--- src/rtl/hse_pkg.sv ---
package hse_pkg;

   localparam int DefaultDepth     = 64;
   localparam int DefaultDataWidth = 32;

   // per-cycle command broadcast to every cell of the chain
   typedef struct packed {
      logic insert;   // a new element enters the sorted row
      logic shift;    // the row moves one place toward cell 0
   } cell_ctrl_type;

endpackage

--- src/rtl/hse_cell.sv ---
module hse_cell
   import hse_pkg::*;
#(
   parameter int DATA_WIDTH = DefaultDataWidth
) (
   input  logic                         clock,
   input  logic                         reset,
   input  cell_ctrl_type                ctrl,
   input  logic signed [DATA_WIDTH-1:0] new_value,
   input  logic                         left_lt,
   input  logic signed [DATA_WIDTH-1:0] left_value,
   input  logic                         left_valid,
   input  logic signed [DATA_WIDTH-1:0] right_value,
   input  logic                         right_valid,
   output logic signed [DATA_WIDTH-1:0] value,
   output logic                         valid,
   output logic                         lt
);

   logic signed [DATA_WIDTH-1:0] value_ff, value_in;
   logic                         valid_ff, valid_in;

   // empty cells count as plus infinity
   assign lt = !valid_ff || (new_value < value_ff);

   always_comb begin
      value_in = value_ff;
      valid_in = valid_ff;
      if (ctrl.shift) begin
         value_in = right_value;
         valid_in = right_valid;
      end else if (ctrl.insert && lt) begin
         if (left_lt) begin
            value_in = left_value;
            valid_in = left_valid;
         end else begin
            value_in = new_value;
            valid_in = 1'b1;
         end
      end
   end

   always_ff @(posedge clock) begin
      value_ff <= value_in;
      if (reset) begin
         valid_ff <= 1'b0;
      end else begin
         valid_ff <= valid_in;
      end
   end

   assign value = value_ff;
   assign valid = valid_ff;

endmodule

--- config.mk ---
export PLATFORM = sky130hd
export DESIGN_NAME = hse_cell
export DESIGN_NICKNAME = d
export VERILOG_FILES = /design/src/rtl/hse_pkg.sv /design/src/rtl/hse_cell.sv
export SDC_FILE = /design/constraint.sdc
export NUM_CORES = 1
export LEC_CHECK = 0
export BUFFER_PORTS_ARGS = -buffer_cell sky130_fd_sc_hd__buf_2
export CAP_MARGIN = 5
export CORE_MARGIN = 1
export CORE_UTILIZATION = 45
export DETAILED_ROUTE_END_ITERATION = 10
export GPL_ROUTABILITY_DRIVEN = 0
export PLACE_DENSITY = 0.81
export SLEW_MARGIN = 20
export SYNTH_ARGS = -nofsm -noshare
export SYNTH_HDL_FRONTEND = slang
export SYNTH_SLANG_ARGS = --single-unit
--- constraint.sdc ---
create_clock -name clock -period 3.5 [get_ports clock]
set_input_delay 0.35 -clock clock [delete_from_list [all_inputs] [get_ports clock]]
set_output_delay 0.35 -clock clock [all_outputs]
set_load 0.005 [all_outputs]
==> results of run 1 <==
## layer usage
metal	vias up	routed length [um]	GRT usage, %
met3	7	295	2.28
met1	1037	2550	24.4
met2	86	2960	38.9
met5	-	0	0
li1	1202	-	-
met4	0	96	8.08
## registers in the layout (all words and copies together) (netlist names)
signal	flops
value	32
valid	1
## path summary, 6_finish.rpt
kind	startpoint	to	depth (start not counted)
max	value[19]$_DFFE_PP_	lt	9
max reg2reg	value[19]$_DFFE_PP_	value[4]$_DFFE_PP_	9
min reg2reg	valid$_SDFFE_PP0P_	valid$_SDFFE_PP0P_	2
min	reset	valid$_SDFFE_PP0P_	3
## cell usage after synthesis (all sizes together)
cell type  instances  area (um2)
nor2               4        15.0
and2               3        22.5
dfxtp              1        20.0
nand3              2        10.0
a21o               3        22.5
a2111oi            1        8.76
and3               1        6.26
o211ai             2        15.0
a31o               1        8.76
or4b               1        13.8
nand2             41         154
o21a               1        7.51
edfxtp            32         961
o21ai             35         175
a211oi             1        7.51
nor3               1        5.00
clkbuf             8        30.0
o22a               1        8.76
o31a               1        8.76
nor4               1        6.26
a221oi             1        8.76
nand2b             1        6.26
nand4              4        25.0
a31oi              1        6.26
ha                31         388
buf                3        11.3
mux2i             32         320
inv               33         124
o22ai              1        6.26
a22oi              1        7.51
a21oi             10        50.1
a221o              1        10.0
## cell type report
class / instances / area share [%]
multi-input combinational: 183 / 39.7
tap: 70 / 2.63
clock inverter: 1 / 0.900
timing repair buffer: 139 / 21.1
inverter: 33 / 3.71
clock buffer: 7 / 2.59
sequential: 33 / 29.4
## logic make-up (layout without fill, tap and decap cells)
kind of cell | Yosys count | after routing | share of synthesized area (%)
buf+inv | 44 | 180 | 6.69
fa+ha+maj | 31 | 31 | 15.7
compound gates | 61 | 61 | 14.2
flops | 33 | 33 | 39.7
mux | 32 | 32 | 13.0
simple gates | 59 | 59 | 10.7
## worst reg2reg max path: cells and delay by family, from the launching register on
family / cells / cell delay (ns)
AO/OA/AOI/OAI: 4 / 0.89
AND/OR/NAND/NOR: 2 / 0.71
adder cells (fa/ha/maj): 1 / 0.24
flip-flops: 1 / 0.39
buffers and inverters: 2 / 0.29
## metrics by stage
| stage | cell area, um2 | hold WS, ns | power [W] | std cells | util (%) |
|---|---|---|---|---|---|
| after global placement | 3220 | 0.580 | 0.000835 | 458 | 61.9 |
| after CTS | 3340 | 0.309 | 0.00122 | 466 | 64.1 |
| final | 3340 | 0.312 | 0.00121 | 466 | 64.1 |
| after global routing | 3340 | 0.321 | 0.00129 | 466 | 64.1 |
| after floorplan | 2470 | 0.489 | 0.000696 | 260 | - |
| after detailed placement | 3220 | 0.591 | 0.000850 | 458 | 61.9 |
## power groups by stage
stage	logic (W)	clock network (W)	registers, W
3_5_place_dp	0.000332	0	0.000518
2_1_floorplan	0.000174	0	0.000522
5_1_grt	0.000375	0.000398	0.000515
4_1_cts	0.000333	0.000378	0.000509
6_report	0.000329	0.000372	0.000509
3_3_place_gp	0.000320	0	0.000516
==> run_results.csv, run 1 <==
group,metric,value,unit
sta,fin_ws,0.484,ns
synth,syn_area_per_cell,9.50,um2
pwr,p_leak,1.77,nW
clock_network,clockRootBuffer,"clkbuf_8",
cells_and_area,nets,529,
outcome,status,"finished, final reports clean",
synth,synth-seq-cells,33,
floorplanning,core,5200,um2
grt,grt_max_degree,39,
worst_setup_path,critPathRequiredTime,3.15,ns
sta,timing_worst_slew_pin_value,0.990,ns
floorplanning,num_rows,26,
pwr,clkPwrFrac,30.7,%
routing,wl,5.90,mm
routing,wl_per_cell,12.7,um
sta,finalCritPeriodShare,86.2,%
routing,antenna_left,0,
clock_network,clkTransAtPathRegs,0.07,ns
cells_and_area,layout_common_cells,"buf_2 (136), nand2_1 (41), o21ai_0 (35)",
worst_setup_path,cp.arrival,2.67,ns
cells_and_area,layout_commonest_cell,"buf_2",
sta,finalMaxSlewViolations,0,
sta,fin_crit,3.02,ns
clock_network,cts_num_sinks,33,
grt,grt-ovfl-total,0,
clock_network,clock_latency,0.28,ns
worst_setup_path,path_cells,"inv_1 > ha_1 > and2_4 > a221o_1 > a22oi_1 > o211ai_1 > or4b_4 > and2_2 > buf_2",
synth,synth_area,2470,um2
pwr,p_int,0.000883,W
clock_network,cts_resized,0,
floorplanning,dieArea,5790,um2
worst_setup_path,cp_slowest_stage_delay,0.54,ns
cells_and_area,drive_gt1_share,37.6,%
routing,drtIter0Drc,115,
worst_setup_path,critPathTopFamily,"simple AND/OR/NAND/NOR gates",
worst_setup_path,crit_path_end_kind,"output port",
placement,port_buffers,136,
sta,finalSetupTns,0,ns
routing,vias,2332,
grt,grt_util_all_layers,20.9,%
synth,synth_cells,260,
cells_and_area,antennaDiodeCount,0,
floorplanning,io_pins,137,
synth,yosys_warnings,0,
sta,finalHoldViolations,0,
worst_setup_path,rrSetupSlack,0.73,ns
pwr,p_sw_share,27.1,%
routing,remaining_drc_errors,0,
sta,fmax,332,MHz
synth,ys_types,34,
sta,skew,0.00811,ns
worst_setup_path,crit_path_start_kind,"register",
synth,synth_nets,394,
clock_network,cts_tree,"built",
clock_network,post-cts-setup-buffers,0,
clock_network,htreeDepth,2,
worst_setup_path,worstSetupPathType,"reg -> out",
pwr,combPwrFrac,27.2,%
clock_network,cts_buffer_depth,2,
clock_network,postCtsHoldBufs,0,
cells_and_area,multiInputGateArea,1320,um2
placement,place_ws,0.670,ns
floorplanning,fp.dieH,76.1,um
routing,vias_per_cell,5.00,
cells_and_area,seq_area,981,um2
sta,rsz0062_at_grt,"no",
min_path,hp-class,"in -> reg",
cells_and_area,fillCellCount,453,
worst_setup_path,path_max_fanout,3,
worst_setup_path,worst-path-buf-inv,2,
grt,grt_pass1_wl,9.78,mm
worst_setup_path,slowest_stage,"or4b_4",
pwr,switchingPower,0.000328,W
cells_and_area,area_growth,35.1,%
floorplanning,start_util,47.5,%
clock_network,cts-buffers-inserted,5,
pwr,ir_drop,193,uV
sta,relSlewSlack,34.0,%
job,cap_violations,0,
grt,antenna_found_initial,0,
synth,seq_area_frac_synth,39.7,%
grt,grt_pass1_vias,2274,
routing,dr.pass1.iters,4,
floorplanning,die_w,76.1,um
sta,setup_viol,0,
pwr,pwr-share-seq,42.1,%
placement,dp_hpwl,4.76,mm
pwr,power_density,363,nW/um2
Power figures use the tool's default switching activity.
==> inputs of run 2 (changes only) <==
Settings changed: CORE_UTILIZATION 45 to 25, PLACE_DENSITY 0.81 to default.
==> run_results.csv, run 2 (synthesis gave the netlist of run 1 again) <==
group,metric,value,unit
outcome,status,"finished, final reports clean",
routing,wl,6.71,mm
routing,vias,2299,
cells_and_area,antennaDiodeCount,0,
worst_setup_path,cp.arrival,2.75,ns
min_path,holdCritStartpoint,"right_value[29]",
routing,dr.pass1.iters,4,
worst_setup_path,crit_path_end_kind,"output port",
clock_network,htreeDepth,2,
cells_and_area,layout_commonest_cell,"buf_2",
sta,finalSetupTns,0,ns
placement,placed_cell_area,3280,um2
min_path,hold_depth,3,
clock_network,cts_num_sinks,33,
floorplanning,io_pins,137,
clock_network,clock_latency,0.28,ns
floorplanning,fp.dieH,101,um
clock_network,clockRootBuffer,"clkbuf_8",
grt,grt_pass1_wl,10.1,mm
sta,relSlewSlack,33.0,%
placement,port_buffers,136,
worst_setup_path,crit_start,"value[19]$_DFFE_PP_",
routing,vias_per_cell,4.40,
sta,finalMaxSlewViolations,0,
sta,timing_worst_slew_pin_value,1.01,ns
worst_setup_path,path_max_fanout,3,
clock_network,clkTransAtPathRegs,0.07,ns
placement,dpl.cell_count,515,
grt,grt_pass1_vias,2189,
min_path,min_to,"value[29]$_DFFE_PP_",
grt,grt_util_all_layers,12.9,%
clock_network,cts-buffers-inserted,5,
sta,finalCritPeriodShare,88.5,%
worst_setup_path,worstSetupPathType,"reg -> out",
routing,wl_per_cell,12.8,um
worst_setup_path,r2r_cells,8,
grt,grt_max_degree,67,
cells_and_area,drive_gt1_share,37.3,%
worst_setup_path,timing.rr.end,"value[15]$_DFFE_PP_",
cells_and_area,largest_reg_flops,32,
clock_network,cts_resized,0,
pwr,power_density,341,nW/um2
sta,finalHoldViolations,0,
sta,setup_viol,0,
routing,drtIter0Drc,53,
cells_and_area,instances_no_fill,523,
worst_setup_path,rrSetupSlack,0.44,ns
worst_setup_path,crit_path_start_kind,"register",
cells_and_area,nets,527,
floorplanning,core,9420,um2
floorplanning,die_w,101,um
worst_setup_path,r2r_start,"value[31]$_DFFE_PP_",
sta,rsz0062_at_grt,"no",
routing,remaining_drc_errors,0,
sta,skew,0.00242,ns
worst_setup_path,critPathRequiredTime,3.15,ns
grt,grt-ovfl-total,0,
floorplanning,dieArea,10300,um2
placement,dp_hpwl,5.41,mm
sta,fin_crit,3.10,ns
cells_and_area,layout_common_cells,"buf_2 (136), nand2_1 (41), o21ai_0 (35)",
pwr,ir_drop,131,uV
cells_and_area,final_cell_area,3370,um2
floorplanning,num_rows,35,
routing,antenna_left,0,
clock_network,cts_tree,"built",
clock_network,cts_buffer_depth,2,
clock_network,postCtsHoldBufs,0,
sta,fmax,323,MHz
cells_and_area,area_growth,36.4,%
grt,antenna_found_initial,0,
job,cap_violations,0,
min_path,hp-class,"in -> reg",
floorplanning,start_util,26.2,%
clock_network,post-cts-setup-buffers,0,
pwr,p_leak,1.75,nW
-- run 2: worst max-delay path: stages (launching register included) --
cell	delay [ns]
edfxtp_1	0.34
inv_1	0.05
ha_1	0.30
and2_4	0.17
a221o_1	0.32
a22oi_1	0.21
o211ai_1	0.15
or4b_4	0.56
and2_2	0.22
buf_2	0.14
-- run 2: through the flow --
| stage | hold WS, ns | utilization (%) | setup WS [ns] | power, W |
|---|---|---|---|---|
| final | 0.335 | 35.8 | 0.403 | 0.00115 |
| after global routing | 0.343 | 35.8 | 0.179 | 0.00123 |
| after CTS | 0.326 | 35.8 | 0.358 | 0.00117 |
| after detailed placement | 0.630 | 34.8 | 0.324 | 0.000859 |
| after global placement | 0.598 | 34.8 | 0.447 | 0.000847 |
| after floorplan | 0.489 | - | 0.573 | 0.000696 |
-- run 2: metal layers --
layer / vias up / track usage [%] / part of all wire, %
met5: - / 0 / 0
met4: 0 / 3.46 / 0.95
met3: 7 / 3.11 / 5.4
met2: 87 / 23.0 / 48
met1: 1007 / 15.4 / 45
li1: 1198 / - / -
-- run 2: worst max path at each step --
stage	endpoint	slack, ns	cells past startpoint
2_1_floorplan	value[0]$_DFFE_PP_	0.57	8
3_3_place_gp	value[15]$_DFFE_PP_	0.45	8
3_5_place_dp	value[15]$_DFFE_PP_	0.32	8
4_1_cts	lt	0.36	9
5_1_grt	value[13]$_DFFE_PP_	0.18	8
6_report	lt	0.40	9
-- run 2: area by class of cell --
| cell class | count | area [um2] |
|---|---|---|
| Fill cell | 1000 | 6050 |
| Multi-Input combinational cell | 183 | 1320 |
| Sequential cell | 33 | 981 |
| Timing Repair Buffer | 137 | 688 |
| Tap cell | 129 | 161 |
| Inverter | 33 | 124 |
| Clock buffer | 8 | 90.1 |
-- run 2: power breakdown --
part / internal (W) / total, W / switching [W]
Combinational: 0.000161 / 0.000333 / 0.000173
Clock: 0.000161 / 0.000303 / 0.000143
Sequential: 0.000489 / 0.000510 / 0.0000214
Total: 0.000810 / 0.00115 / 0.000337
==> inputs of run 3 (changes only) <==
Settings changed: ABC_CLOCK_PERIOD_IN_PS from default to 3500, GPL_TIMING_DRIVEN from default to 0.
==> run_results.csv, run 3 (synthesis gave the netlist of run 1 again) <==
group,metric,value,unit
pwr,ir_drop,138,uV
cells_and_area,drive_gt1_share,35.7,%
routing,route.met2.wl,3.37,mm
floorplanning,start_util,26.2,%
routing,remaining_drc_errors,0,
cells_and_area,largest_reg_flops,32,
placement,dpl.cell_count,524,
worst_setup_path,endpoint,"value[10]$_DFFE_PP_",
pwr,p_sw_share,29.7,%
clock_network,clockRootBuffer,"clkbuf_8",
worst_setup_path,timing.rr.end,"value[10]$_DFFE_PP_",
pwr,p_int,0.000796,W
routing,drtIter0Drc,41,
grt,antenna_found_initial,0,
clock_network,cts_resized,0,
routing,dr.pass1.iters,4,
cells_and_area,seq_area,981,um2
clock_network,cts-buffers-inserted,5,
floorplanning,io_pins,137,
worst_setup_path,crit_cells,9,
clock_network,cts_tree,"built",
grt,grt-ovfl-total,0,
sta,setup_viol,0,
floorplanning,die_w,101,um
routing,wl_per_cell,13.2,um
routing,wl_met1,3.30,mm
routing,vias_per_cell,4.40,
outcome,status,"finished, final reports clean",
job,cap_violations,0,
sta,skew,0.00447,ns
placement,place_ws,0.204,ns
routing,top_layer,"met4",
routing,vias,2340,
worst_setup_path,rrSetupSlack,0.34,ns
sta,fmax,317,MHz
worst_setup_path,r2r_start,"value[31]$_DFFE_PP_",
grt,grt_pass1_wl,10.9,mm
worst_setup_path,path_cells,"inv_1 > ha_1 > nand4_1 > nor4_1 > nand3_1 > o22ai_1 > or4b_4 > a31o_2 > buf_16",
sta,fin_ws,0.342,ns
min_path,hp-class,"in -> reg",
clock_network,cts_num_sinks,33,
clock_network,postCtsHoldBufs,0,
clock_network,post-cts-setup-buffers,0,
pwr,power_density,332,nW/um2
worst_setup_path,r2r_cells,9,
worst_setup_path,crit_path_end_kind,"register",
sta,fin_crit,3.16,ns
grt,grt_pass1_vias,2260,
grt,grt_util_all_layers,13.9,%
worst_setup_path,cp.arrival,3.15,ns
floorplanning,fp.dieH,101,um
sta,rsz0062_at_grt,"no",
clock_network,clock_latency,0.28,ns
worst_setup_path,path_max_fanout,17,
worst_setup_path,slowest_stage,"nor4_1",
sta,finalCritPeriodShare,90.2,%
cells_and_area,antennaDiodeCount,0,
clock_network,htreeDepth,2,
routing,wl_met3,327,um
clock_network,cts_buffer_depth,2,
cells_and_area,fillCellCount,1001,
sta,timing_worst_slew_pin_value,0.803,ns
cells_and_area,multiInputGateArea,1320,um2
pwr,clkPwrFrac,25.1,%
floorplanning,dieArea,10300,um2
worst_setup_path,critPathRequiredTime,3.50,ns
clock_network,clkTransAtPathRegs,0.07,ns
floorplanning,num_rows,35,
cells_and_area,layout_commonest_cell,"buf_2",
cells_and_area,nets,536,
cells_and_area,area_growth,38.0,%
routing,wl,7.03,mm
routing,antenna_left,0,
worst_setup_path,crit_path_start_kind,"register",
pwr,switchingPower,0.000336,W
worst_setup_path,critPathTopFamily,"simple AND/OR/NAND/NOR gates",
pwr,combPwrFrac,29.9,%
sta,finalSetupTns,0,ns
sta,finalHoldViolations,0,
floorplanning,core,9420,um2
worst_setup_path,worst-path-buf-inv,2,
worst_setup_path,worstSetupPathType,"reg -> reg",
pwr,pwr-share-seq,45.0,%
worst_setup_path,crit_start,"value[31]$_DFFE_PP_",
worst_setup_path,cp_slowest_stage_delay,0.57,ns
cells_and_area,instances_no_fill,532,
grt,grt_max_degree,18,
placement,dp_hpwl,5.81,mm
cells_and_area,layout_common_cells,"buf_2 (134), nand2_1 (41), o21ai_0 (35)",
sta,relSlewSlack,46.5,%
sta,finalMaxSlewViolations,0,
pwr,p_leak,1.75,nW
placement,port_buffers,134,
==> run 3: area by class of cell <==
class	count	area share [%]
Timing Repair Buffer	135	20.5
Multi-Input combinational cell	183	38.8
Sequential cell	33	28.8
Clock buffer	8	2.35
Buffer	11	1.21
Tap cell	129	4.73
Inverter	33	3.63
==> run 3: worst min path at each step <==
stage,start,end,depth (start not counted)
floorplan,reset,valid$_SDFFE_PP0P_,2
CTS,right_value[29],value[29]$_DFFE_PP_,3
global placement,valid$_SDFFE_PP0P_,valid$_SDFFE_PP0P_,2
global route,right_value[21],value[21]$_DFFE_PP_,3
detailed placement,valid$_SDFFE_PP0P_,valid$_SDFFE_PP0P_,2
finish,right_value[29],value[29]$_DFFE_PP_,3
==> run 3: per-layer routing <==
| layer | vias up | GRT usage, % |
|---|---|---|
| li1 | 1207 | - |
| met1 | 1051 | 17.7 |
| met2 | 78 | 24.2 |
| met3 | 4 | 3.04 |
| met4 | 0 | 2.68 |
| met5 | - | 0 |
==> run 3: worst min-delay path: stages <==
cell	delay (ns)
buf_2	0.07
nand2_1	0.03
o21ai_0	0.05
==> run 3: power by group through the flow <==
stage	clock network, W	registers [W]	logic [W]
global placement	0	0.000518	0.000331
finish	0.000284	0.000510	0.000338
CTS	0.000299	0.000511	0.000345
global route	0.000313	0.000515	0.000390
detailed placement	0	0.000519	0.000343
floorplan	0	0.000522	0.000174
==> run 3: stage by stage <==
stage	total power, W	hold WS, ns	instance area, um2	util [%]
after CTS	0.00116	0.333	3410	36.2
final	0.00113	0.341	3410	36.2
after detailed placement	0.000863	0.617	3330	35.4
after floorplan	0.000696	0.489	2470	-
after global routing	0.00122	0.346	3410	36.2
after global placement	0.000849	0.578	3300	35.1
